--- config.mk ---
export PLATFORM = sky130hd
export DESIGN_NAME = best_offset_mismatch_search
export DESIGN_NICKNAME = d
export VERILOG_FILES = /design/src/rtl/bom_pkg.sv /design/src/rtl/bom_ram.sv /design/src/rtl/best_offset_mismatch_search.sv
export SDC_FILE = /design/constraint.sdc
export NUM_CORES = 2
export LEC_CHECK = 0
export ABC_AREA = 1
export BUFFER_PORTS_ARGS = -buffer_cell sky130_fd_sc_hd__buf_2
export CAP_MARGIN = 30
export CORE_MARGIN = 3
export CORE_UTILIZATION = 45
export CTS_BUF_LIST = sky130_fd_sc_hd__clkbuf_8
export DETAILED_ROUTE_END_ITERATION = 16
export GPL_ROUTABILITY_DRIVEN = 0
export PLACE_DENSITY = 0.74
export RECOVER_POWER = 25
export SETUP_SLACK_MARGIN = 0.3
export SLEW_MARGIN = 5
export SYNTH_ARGS = -nofsm -noshare
export SYNTH_HDL_FRONTEND = slang
export SYNTH_SLANG_ARGS = --single-unit
--- constraint.sdc ---
create_clock -name i_clk -period 4.35 [get_ports i_clk]
set_input_delay 0.435 -clock i_clk [delete_from_list [all_inputs] [get_ports i_clk]]
set_output_delay 0.435 -clock i_clk [all_outputs]
set_load 0.02 [all_outputs]
--- src/rtl/bom_pkg.sv ---
// ----------------------------------------------------------------------------
// bom_pkg
// Shared constants and types of the best offset mismatch search block.
// ----------------------------------------------------------------------------
package bom_pkg;

    // Store depths and the widths that follow from them
    localparam int TEXT_DEPTH    = 256;
    localparam int PATTERN_DEPTH = 256;
    localparam int TEXT_AW       = (TEXT_DEPTH > 1) ? $clog2(TEXT_DEPTH) : 1;
    localparam int PAT_AW        = (PATTERN_DEPTH > 1) ? $clog2(PATTERN_DEPTH) : 1;
    localparam int TCNT_W        = $clog2(TEXT_DEPTH + 1);
    localparam int PCNT_W        = $clog2(PATTERN_DEPTH + 1);
    localparam int HCNT_W        = PCNT_W;

    // Item fields
    localparam int CODE_W    = 8;
    localparam int CMD_W     = 2;
    localparam int OUT_W     = 9;
    localparam int TDATA_W   = 32;
    localparam int RATIO_W   = 20;
    localparam int FRAC_BITS = 16;
    localparam int PROD_W    = RATIO_W + HCNT_W;

    // Configuration port
    localparam int CFG_IDX_W = 2;
    localparam logic [CFG_IDX_W-1:0] CFG_RATIO  = 2'd0;
    localparam logic [CFG_IDX_W-1:0] CFG_POLICY = 2'd1;
    localparam logic [RATIO_W-1:0]   RATIO_RESET = 20'd6554;

    // Base codes
    localparam logic [CODE_W-1:0] LAST_BASE   = 8'd3;
    localparam logic [CODE_W-1:0] FIRST_OTHER = 8'd4;

    // Commands
    localparam logic [CMD_W-1:0] CMD_TEXT    = 2'd0;
    localparam logic [CMD_W-1:0] CMD_PATTERN = 2'd1;
    localparam logic [CMD_W-1:0] CMD_RUN     = 2'd2;

    typedef enum logic [2:0] {
        ST_IDLE  = 3'b001,
        ST_RUN   = 3'b010,
        ST_DRAIN = 3'b100
    } t_state;

endpackage

--- src/rtl/bom_ram.sv ---
// ----------------------------------------------------------------------------
// bom_ram
// Generic single write port, single read port RAM with registered read.
// ----------------------------------------------------------------------------
module bom_ram #(
    parameter int WIDTH = 8,
    parameter int DEPTH = 256,
    parameter int AW    = (DEPTH > 1) ? $clog2(DEPTH) : 1
) (
    input  logic             i_clk,
    input  logic             i_we,
    input  logic [AW-1:0]    i_waddr,
    input  logic [WIDTH-1:0] i_wdata,
    input  logic [AW-1:0]    i_raddr,
    output logic [WIDTH-1:0] o_rdata
);

    logic [WIDTH-1:0] r_mem [DEPTH];
    logic [WIDTH-1:0] r_rdata;

    // Write and registered read
    always_ff @(posedge i_clk) begin
        if (i_we) begin
            r_mem[i_waddr] <= i_wdata;
        end
        r_rdata <= r_mem[i_raddr];
    end

    assign o_rdata = r_rdata;

endmodule

--- src/rtl/best_offset_mismatch_search.sv ---
// ----------------------------------------------------------------------------
// best_offset_mismatch_search
// Ungapped sliding alignment of a pattern over a text, best offset search.
// ----------------------------------------------------------------------------
// Usage:
//   s_axis carries one item per handshake: tuser holds the command, tdata the
//   base code. Text and pattern loads give no result; a load past the store
//   depth is dropped. A run command starts the search and tready stays low
//   until it is done. The run reads one text and one pattern entry per cycle
//   from the two RAMs, over min(text_len - off, pattern_len) positions at
//   each offset, then drains the pipeline. An empty text or pattern skips
//   the walk.
//   The result (offset, matches, mismatches) goes to an output register on
//   m_axis. While the receiver stalls, loads are still taken; a second run
//   waits at its end until the first result is taken.
//   The cfg channel is always ready and writes mismatch_ratio (index 0) or
//   n_policy (index 1); write it only while the block is idle.
//   Reset empties both stores and loads the register defaults. No clearing
//   pass is needed.
// ----------------------------------------------------------------------------
module best_offset_mismatch_search
    import bom_pkg::*;
(
    input  logic                 i_clk,
    input  logic                 i_rst_n,
    input  logic                 s_axis_tvalid,
    output logic                 s_axis_tready,
    input  logic [CODE_W-1:0]    s_axis_tdata,   // [7:0] base_code
    input  logic [CMD_W-1:0]     s_axis_tuser,   // [1:0] cmd
    output logic                 m_axis_tvalid,
    input  logic                 m_axis_tready,
    output logic [TDATA_W-1:0]   m_axis_tdata,   // [8:0] best_offset, [17:9] match_count,
                                                 // [26:18] mismatch_count, [31:27] zero
    input  logic                 i_cfg_valid,
    output logic                 o_cfg_ready,
    input  logic [CFG_IDX_W-1:0] i_cfg_index,
    input  logic [RATIO_W-1:0]   i_cfg_data
);

    t_state              r_state, n_state;
    logic [TCNT_W-1:0]   r_tc;
    logic [PCNT_W-1:0]   r_pc;
    logic [RATIO_W-1:0]  r_ratio;
    logic                r_policy;

    // Issue counters
    logic [TEXT_AW-1:0]  r_off;
    logic [PAT_AW-1:0]   r_k;

    // Compare stage
    logic                r_v1, r_l1;
    logic [TEXT_AW-1:0]  r_off1;
    logic [HCNT_W-1:0]   r_acc_h, r_acc_m;

    // Offset score stage
    logic                r_e_v;
    logic [HCNT_W-1:0]   r_e_h, r_e_m;
    logic [TEXT_AW-1:0]  r_e_off;

    // Product stage
    logic                r_p_v;
    logic [PROD_W-1:0]   r_prod;
    logic [HCNT_W-1:0]   r_p_h, r_p_m;
    logic [TEXT_AW-1:0]  r_p_off;

    // Best so far and output register
    logic [TCNT_W-1:0]   r_best_off;
    logic [HCNT_W-1:0]   r_best_h, r_best_m;
    logic                r_out_valid;
    logic [TDATA_W-1:0]  r_out_data;

    logic                in_acc, run_start, drained, out_free, finish;
    logic                t_end, p_end, last_pos, o_end;
    logic                text_we, pat_we;
    logic [TEXT_AW-1:0]  text_raddr;
    logic [CODE_W-1:0]   text_rdata, pat_rdata;
    logic                hit, miss, qualify;
    logic [HCNT_W-1:0]   sum_h, sum_m;

    // Handshakes
    assign in_acc        = s_axis_tvalid && s_axis_tready;
    assign s_axis_tready = (r_state == ST_IDLE);
    assign run_start     = in_acc && (s_axis_tuser == CMD_RUN);
    assign text_we       = in_acc && (s_axis_tuser == CMD_TEXT) &&
                           (r_tc < TCNT_W'(TEXT_DEPTH));
    assign pat_we        = in_acc && (s_axis_tuser == CMD_PATTERN) &&
                           (r_pc < PCNT_W'(PATTERN_DEPTH));
    assign o_cfg_ready   = 1'b1;
    assign m_axis_tvalid = r_out_valid;
    assign m_axis_tdata  = r_out_data;

    // Position walk: end of overlap at text end or pattern end
    assign t_end      = (TCNT_W'(r_off) + TCNT_W'(r_k) + TCNT_W'(1)) == r_tc;
    assign p_end      = (PCNT_W'(r_k) + PCNT_W'(1)) == r_pc;
    assign last_pos   = t_end || p_end;
    assign o_end      = (TCNT_W'(r_off) + TCNT_W'(1)) == r_tc;
    assign text_raddr = TEXT_AW'(TCNT_W'(r_off) + TCNT_W'(r_k));

    assign drained  = !r_v1 && !r_e_v && !r_p_v;
    assign out_free = !r_out_valid || m_axis_tready;
    assign finish   = (r_state == ST_DRAIN) && drained && out_free;

    bom_ram #(.WIDTH(CODE_W), .DEPTH(TEXT_DEPTH), .AW(TEXT_AW)) u_text_ram (
        .i_clk   (i_clk),
        .i_we    (text_we),
        .i_waddr (r_tc[TEXT_AW-1:0]),
        .i_wdata (s_axis_tdata),
        .i_raddr (text_raddr),
        .o_rdata (text_rdata)
    );

    bom_ram #(.WIDTH(CODE_W), .DEPTH(PATTERN_DEPTH), .AW(PAT_AW)) u_pat_ram (
        .i_clk   (i_clk),
        .i_we    (pat_we),
        .i_waddr (r_pc[PAT_AW-1:0]),
        .i_wdata (s_axis_tdata),
        .i_raddr (r_k),
        .o_rdata (pat_rdata)
    );

    // Classify one position by the N policy
    always_comb begin
        if (r_policy) begin
            hit  = (text_rdata == pat_rdata) && (pat_rdata < FIRST_OTHER);
            miss = !hit;
        end else begin
            hit  = (text_rdata <= LAST_BASE) && (text_rdata == pat_rdata);
            miss = (text_rdata <= LAST_BASE) && (text_rdata != pat_rdata);
        end
        sum_h = r_acc_h + HCNT_W'(hit);
        sum_m = r_acc_m + HCNT_W'(miss);
    end

    // Better than best so far, at least one match, and within the mismatch ratio
    assign qualify = ((r_p_h > r_best_h) || ((r_p_h == r_best_h) && (r_p_m < r_best_m))) &&
                     (r_p_h != '0) && ((PROD_W'(r_p_m) << FRAC_BITS) <= r_prod);

    // Next state
    always_comb begin
        n_state = r_state;
        unique case (r_state)
            ST_IDLE: begin
                if (run_start) begin
                    n_state = ((r_tc == '0) || (r_pc == '0)) ? ST_DRAIN : ST_RUN;
                end
            end
            ST_RUN: begin
                if (last_pos && o_end) begin
                    n_state = ST_DRAIN;
                end
            end
            ST_DRAIN: begin
                if (finish) begin
                    n_state = ST_IDLE;
                end
            end
            default: n_state = ST_IDLE;
        endcase
    end

    // Control state, counts and configuration
    always_ff @(posedge i_clk) begin
        if (!i_rst_n) begin
            r_state     <= ST_IDLE;
            r_tc        <= '0;
            r_pc        <= '0;
            r_ratio     <= RATIO_RESET;
            r_policy    <= 1'b0;
            r_v1        <= 1'b0;
            r_e_v       <= 1'b0;
            r_p_v       <= 1'b0;
            r_out_valid <= 1'b0;
        end else begin
            r_state <= n_state;
            r_v1    <= (r_state == ST_RUN);
            r_e_v   <= r_v1 && r_l1;
            r_p_v   <= r_e_v;

            if (i_cfg_valid && o_cfg_ready) begin
                if (i_cfg_index == CFG_RATIO) begin
                    r_ratio <= i_cfg_data;
                end else if (i_cfg_index == CFG_POLICY) begin
                    r_policy <= i_cfg_data[0];
                end
            end

            if (text_we) begin
                r_tc <= r_tc + TCNT_W'(1);
            end
            if (pat_we) begin
                r_pc <= r_pc + PCNT_W'(1);
            end

            // Hand over the result and empty both stores
            if (finish) begin
                r_out_valid <= 1'b1;
                r_tc        <= '0;
                r_pc        <= '0;
            end else if (m_axis_tready) begin
                r_out_valid <= 1'b0;
            end
        end
    end

    // Datapath: walk, compare, score, product, select
    always_ff @(posedge i_clk) begin
        // Advance the position walk
        if (run_start) begin
            r_off <= '0;
            r_k   <= '0;
        end else if (r_state == ST_RUN) begin
            if (last_pos) begin
                r_k <= '0;
                if (!o_end) begin
                    r_off <= r_off + TEXT_AW'(1);
                end
            end else begin
                r_k <= r_k + PAT_AW'(1);
            end
        end
        r_l1   <= last_pos;
        r_off1 <= r_off;

        // Accumulate one offset
        if (run_start) begin
            r_acc_h <= '0;
            r_acc_m <= '0;
        end else if (r_v1) begin
            if (r_l1) begin
                r_acc_h <= '0;
                r_acc_m <= '0;
            end else begin
                r_acc_h <= sum_h;
                r_acc_m <= sum_m;
            end
        end
        r_e_h   <= sum_h;
        r_e_m   <= sum_m;
        r_e_off <= r_off1;

        // Ratio bound for this offset
        r_prod  <= PROD_W'(r_ratio) * PROD_W'(r_e_h);
        r_p_h   <= r_e_h;
        r_p_m   <= r_e_m;
        r_p_off <= r_e_off;

        // Keep the first best offset
        if (run_start) begin
            r_best_off <= r_tc;
            r_best_h   <= '0;
            r_best_m   <= '0;
        end else if (r_p_v && qualify) begin
            r_best_off <= TCNT_W'(r_p_off);
            r_best_h   <= r_p_h;
            r_best_m   <= r_p_m;
        end

        if (finish) begin
            r_out_data <= TDATA_W'({OUT_W'(r_best_m), OUT_W'(r_best_h), OUT_W'(r_best_off)});
        end
    end

endmodule

* Yosys cells after proc, flatten, opt, wreduce, memory -nomap -nowiden
Memory sizes are Yosys's and may differ from the RTL's. A register that Yosys moved wholly into a read port is not among the register bits.
Cells that the tools add are included.
** Operators by class
- Add/subtract/negate cells :: 10
- Reduce and logical (&&, ||, !) cells :: 40
- Equality and inequality tests :: 15
- Multipliers :: 1
- Mux-type cells :: 18
- $lt $le $gt $ge :: 7
- Bitwise operators :: 3
** Operator list (number)
- 9-bit == test :: 4
- 9-bit 2-to-1 mux :: 4
- 25-bit by 29-bit less-or-equal comparator with 1-bit output :: 1
- 20-bit by 9-bit multiplier with 29-bit output :: 1
- 9-bit by 1-bit adder with 9-bit output, second input constant :: 3
- 1-bit logical AND :: 19
- 8-bit by 1-bit adder with 9-bit output, second input constant :: 2
- 9-bit by 1-bit adder with 9-bit output :: 2
- 9-bit logical NOT :: 2
- 9-bit less-than comparator, second input constant :: 2
- 8-bit by 1-bit adder with 8-bit output, second input constant :: 2
- 3-bit 2-to-1 mux :: 4
- 8-bit by 8-bit adder with 9-bit output :: 1
- 9-bit > comparator :: 1
- 9-bit less-than comparator :: 1
- 3-bit case mux with 3 select lines :: 1
- 3-bit AND reduction :: 3
- 9-bit nonzero test :: 1
- 8-bit == test :: 1
- 8-bit by 2-bit less-or-equal comparator with 1-bit output, second input constant :: 1
- 8-bit by 3-bit less-than comparator with 1-bit output, second input constant :: 1
- 1-bit 2-to-1 mux :: 8
- 8-bit 2-to-1 mux :: 1
- 8-bit != test :: 1
- 14 further kinds :: 27
** Storage, ports and cells
- Output and inout bits :: 35
- Bits in writable memories :: 4096
- Flip-flop bits (word level) :: 224
- Input bits :: 37
- Memories :: 2
** Memories
- u_pat_ram.r_mem :: depth 256, bits a word 8, rd ports 1, clocked after memory_dff 1, write ports 1, RTL line bom_ram.sv:18 : logic [WIDTH-1:0] r_mem [DEPTH];
- u_text_ram.r_mem :: depth 256, bits a word 8, rd ports 1, clocked after memory_dff 1, write ports 1, RTL line bom_ram.sv:18

* Logic depth before layout (Yosys ltp)
- Depth in word-level cells :: 8
- Depth in mapped cells :: 23
- Mapped depth without buffers :: 22

* Hierarchy
A second synthesis with hierarchy kept.
** Second synthesis, totals
- Cells, all modules :: 15839
- Area, all modules :: 181688.0 µm²
** By module, submodules not included
- bom_ram :: instances 2, area an instance 83396.2 µm², cells an instance 7003, sequential area each 61659.1 µm²
- best_offset_mismatch_search :: instances 1, area an instance 14895.5 µm², cells an instance 1833, sequential area each 4844.6 µm²

* Worst setup path after synthesis
Ideal clock, no wire load.
- Path type :: reg-to-reg
- Start point :: register r_e_h[0]
- End point :: register r_prod[28]
- Period minus slack after synthesis :: 4.627 ns
- Cell stages (with the launch flop) :: 20
- Required time :: 4.227 ns
- Buffers on the path :: 1
- Setup time :: 0.123 ns
- Arrival :: 4.504 ns
- Setup slack :: -0.277 ns
- Cells stage by stage :: dfxtp_1 > clkbuf_1 > nand2_1 > fa_1 > inv_1 > fa_1 > inv_1 > fa_1 > fa_1 > inv_1 > ha_1 > a21oi_1 > nand2_1 > a21oi_1 > o21ai_1 > a21oi_1 > o21ai_1 > a21boi_0 > o21ai_1 > xor2_1
** Between the ends
- Longest elaborated chain between the ends :: 1
** RTL lines
- from (decl) :: RTL line best_offset_mismatch_search.sv:57 : logic [HCNT_W-1:0] r_e_h, r_e_m;
- from (signal assigned) :: RTL line best_offset_mismatch_search.sv:237 : r_e_h <= sum_h;
- 20-bit by 9-bit multiplier with 29-bit output :: RTL line best_offset_mismatch_search.sv:242 : r_prod <= PROD_W'(r_ratio) * PROD_W'(r_e_h);
- to (signal assigned) :: RTL line best_offset_mismatch_search.sv:242
- to (decl) :: RTL line best_offset_mismatch_search.sv:62 : logic [PROD_W-1:0] r_prod;
No other way between the ends.
A chain may end at the register's enable or synchronous reset.

* Final worst setup path
Same ends and word-level chain as after synthesis.

==> flow_summary.json <==
{
  "ir_worst_vdd_mv": 0.717,
  "grt_util_met1": 0.314,
  "syn_area_per_cell_um2": 12.5,
  "seq_power_share": 0.397,
  "drive_gt1_frac": 0.121,
  "setup_ws_ns": -0.0578,
  "p_int_w": 0.0730,
  "final_util": 0.513,
  "power_density_nw_per_um2": 588,
  "cp-endpoint": "r_prod[28]",
  "rows": 229,
  "r2r_slack_ns": -0.06,
  "clock-sinks": 4336,
  "synthArstFlopShare": 0,
  "power.share.switching": 0.379,
  "crit_arrival_ns": 5.36,
  "dieHeight_um": 633,
  "ys.flop_type": "edfxtp_1",
  "crit_path_max_fanout": 6,
  "rr_endpoint": "r_prod[28]",
  "cts_buffer_depth": 4,
  "rsz0062_at_grt": "true",
  "worst_r2r_path_depth": 21,
  "ant_nets": 0,
  "finalMaxSlewViolations": 242,
  "busiest_layer": "met2",
  "antenna_found_initial": 19,
  "synth-edff-count": 4132,
  "dpl_worst_slack_ns": -0.203,
  "maxSlewHeadroom": -2.06,
  "dr.pass1.iters": 9,
  "pin_count": 72,
  "synthesis.area_um2": 177000,
  "grt_max_degree": 192,
  "finalCritPeriodShare": 1.01,
  "tightest_slew_ns": 4.60,
  "track_usage": 0.234,
  "wirelength_um": 485000,
  "end_kind": "register",
  "numCtsBuffers": 649,
  "yosysSeqAreaShare": 0.724,
  "clkPwrFrac": 0.256,
  "core_um2": 390000,
  "wire_per_inst_um": 23.8,
  "critPathKind": "register to register",
  "p_total_w": 0.118,
  "pwr-share-comb": 0.347,
  "drc": 0,
  "vias": 120879,
  "grtUsageMet2": 0.368,
  "hpwl_um": 282000,
  "drtIter0Drc": 17324,
  "required_ns": 5.30,
  "r2r_start": "r_e_h[0]",
  "clk_latency_ns": 1.12,
  "met3_usage": 0.0508,
  "h-tree-depth": 6,
  "areaGrowthSynthToFinish_pct": 13.0,
  "finalHoldViolCount": 0,
  "setup_viol": 5,
  "p_leak_nw": 67.9,
  "port_buffers": 65,
  "finalSetupTns_ns": -0.173,
  "crit_path_start": "r_e_h[0]",
  "grt_pass1_vias": 115469,
  "synth.distinct_cells": 62,
  "dp.cells": 19099,
  "final.setup_skew_ns": 0.0841,
  "outcome": "finished, violations left",
  "fmax_ghz": 0.227,
  "p_sw_w": 0.0446,
  "clk_pin_slew_ns": 0.07,
  "hold_path.class": "input pin to register",
  "cts_tree": "done",
  "finalCriticalPeriod_ns": 4.41,
  "start_util": 0.453,
  "stdcell_count": 20365,
  "netlist_instances": 14155,
  "start_kind": "register",
  "die_w_um": 633,
  "nets": 14926,
  "grt_first_pass_wirelength_um": 722000,
  "dieArea_um2": 401000,
  "yosys_warnings": 0,
  "via_per_inst": 5.94,
  "overflow": 0,
  "cap_violations": 4,
  "ys_seq_elements": 4336,
  "violations": "max-capacitance violations, max-slew violations, negative setup slack",
  "root_buffer": "clkbuf_8"
}
[worst min path at each step]
stage               slack [ns]    endpoint  cells after the start           from
floorplan                 0.31  r_e_off[0]                      0      r_off1[0]
finish                    0.13     r_tc[3]                      6  s_axis_tvalid
global route              0.13     r_pc[0]                      6  s_axis_tvalid
CTS                       0.03     r_pc[0]                      6  s_axis_tvalid
detailed placement        0.31    r_p_m[8]                      0       r_e_m[8]
global placement          0.31  r_e_off[2]                      0      r_off1[2]
[cells by family (layout without fill, tap and decap cells)]
family | count (synthesis) | after routing | share of synthesized area
XOR/XNOR | 66 | 66 | 0.00334
adder cells (fa/ha/maj) | 226 | 226 | 0.0214
AO/OA/AOI/OAI | 3897 | 3897 | 0.126
other | 2 | 12 | 0.0000424
flip-flops | 4336 | 4336 | 0.724
buffers and inverters | 1432 | 2435 | 0.0319
AND/OR/NAND/NOR | 4193 | 4193 | 0.0933
multiplexers | 3 | 3 | 0.000170
[power by group through the flow]
stage / logic, W / registers [W] / clock network [W]
floorplan: 0.0239 / 0.0472 / 0
global placement: 0.0386 / 0.0474 / 0
detailed placement: 0.0392 / 0.0474 / 0
CTS: 0.0397 / 0.0466 / 0.0303
global route: 0.0437 / 0.0466 / 0.0323
finish: 0.0408 / 0.0466 / 0.0301
[sequential cells by signal, indices dropped and copies added, names as in the netlist, 20 cells and up]
| name | cells |
|---|---|
| u_text_ram.r_mem | 2048 |
| m_axis_tdata | 27 |
| r_prod | 29 |
| r_ratio | 20 |
| u_pat_ram.r_mem | 2048 |
[critical path: stages (launching register included)]
cell and delay (ns):
dfxtp_4 0.42, buf_6 0.12, nand2_4 0.04, fa_1 0.48
inv_1 0.06, fa_1 0.52, fa_1 0.56, inv_1 0.05
fa_1 0.49, inv_2 0.05, ha_4 0.21, nand2_2 0.06
nand2_2 0.06, a21oi_2 0.14, nor2_2 0.06, nor2_2 0.13
o21ai_2 0.09, a21oi_2 0.22, o21ai_4 0.10, a21boi_2 0.19
o21ai_1 0.10, xor2_1 0.15
[through the flow]
stage | hold slack, ns | cell area [um2]
floorplan | 0.310 | 177000
global placement | 0.310 | 187000
finish | 0.126 | 200000
CTS | 0.0279 | 199000
global route | 0.132 | 200000
detailed placement | 0.312 | 187000
[cells in the mapped netlist (all sizes together), types with 3 or more instances]
cell type / number / area share
o31ai: 6 / 0.00025
mux2i: 3 / 0.00017
clkinv: 8 / 0.00021
o221ai: 297 / 0.015
edfxtp: 4132 / 0.70
clkbuf: 832 / 0.018
nand3b: 12 / 0.00051
or2: 12 / 0.00042
o22ai: 782 / 0.028
a32o: 12 / 0.00068
xnor2: 20 / 0.00099
a21oi: 184 / 0.0052
nand4: 16 / 0.00065
o21a: 3 / 0.00013
xor2: 45 / 0.0022
o21ai: 2392 / 0.068
buf: 195 / 0.0057
o22a: 9 / 0.00045
o211ai: 175 / 0.0074
and3: 3 / 0.00011
a211oi: 4 / 0.00017
inv: 397 / 0.0084
nor3: 32 / 0.0010
ha: 98 / 0.0069
dfxtp: 204 / 0.023
a21boi: 3 / 0.00013
nor4: 13 / 0.00053
nand2: 830 / 0.018
nand3: 350 / 0.010
a31oi: 18 / 0.00064
fa: 128 / 0.014
nor2: 2923 / 0.062
[metal layers]
metal / vias up / routed length [um] / part of all wire
met5: - / 54 / 0.00011
met4: 8 / 22700 / 0.047
met3: 1179 / 56500 / 0.12
met2: 7799 / 225000 / 0.46
met1: 58886 / 181000 / 0.37
li1: 53007 / - / -
[final cells by class]
cell class | instances | area [um2]
clock inverter | 465 | 2070
antenna | 6 | 15.0
tap | 5197 | 6500
timing repair buffer | 879 | 8240
sequential | 4336 | 128000
timing repair inverter | 1 | 8.76
multi-input combinational | 8391 | 44000
clock buffer | 685 | 9430
inverter | 405 | 1590
fill | 31896 | 190000
[what timing repair did]
item,in CTS,in global routing
buffers inserted,22,21
pin swaps,24,31
endpoints found under the hold margin,546,0
gates resized for setup,45,142
gates cloned,1,2
setup endpoints to repair,20,298
hold buffers,64,0
[cell usage in the layout (no fill, tap or decap), types with 20 or more instances in the layout]
cell / synthesis / routed
buf_12: 0 / 113
inv_1: 382 / 611
buf_6: 3 / 24
o221ai_1: 297 / 295
nand2_2: 6 / 47
edfxtp_1: 4132 / 4132
o211ai_1: 175 / 175
clkbuf_8: 0 / 685
xnor2_1: 20 / 20
o21ai_0: 2383 / 2376
nand3_1: 348 / 336
fa_1: 128 / 123
nor3_1: 30 / 27
nand2_1: 819 / 772
nor2_2: 5 / 40
dfxtp_1: 204 / 183
o22ai_1: 782 / 782
a21oi_1: 184 / 172
xor2_1: 45 / 44
buf_2: 137 / 56
dlygate4sd3_1: 0 / 64
clkinv_1: 6 / 140
buf_4: 20 / 607
inv_2: 15 / 25
clkinv_2: 1 / 49
nor2_1: 2917 / 2877
ha_1: 98 / 80
(Power assumes the default switching activity.)
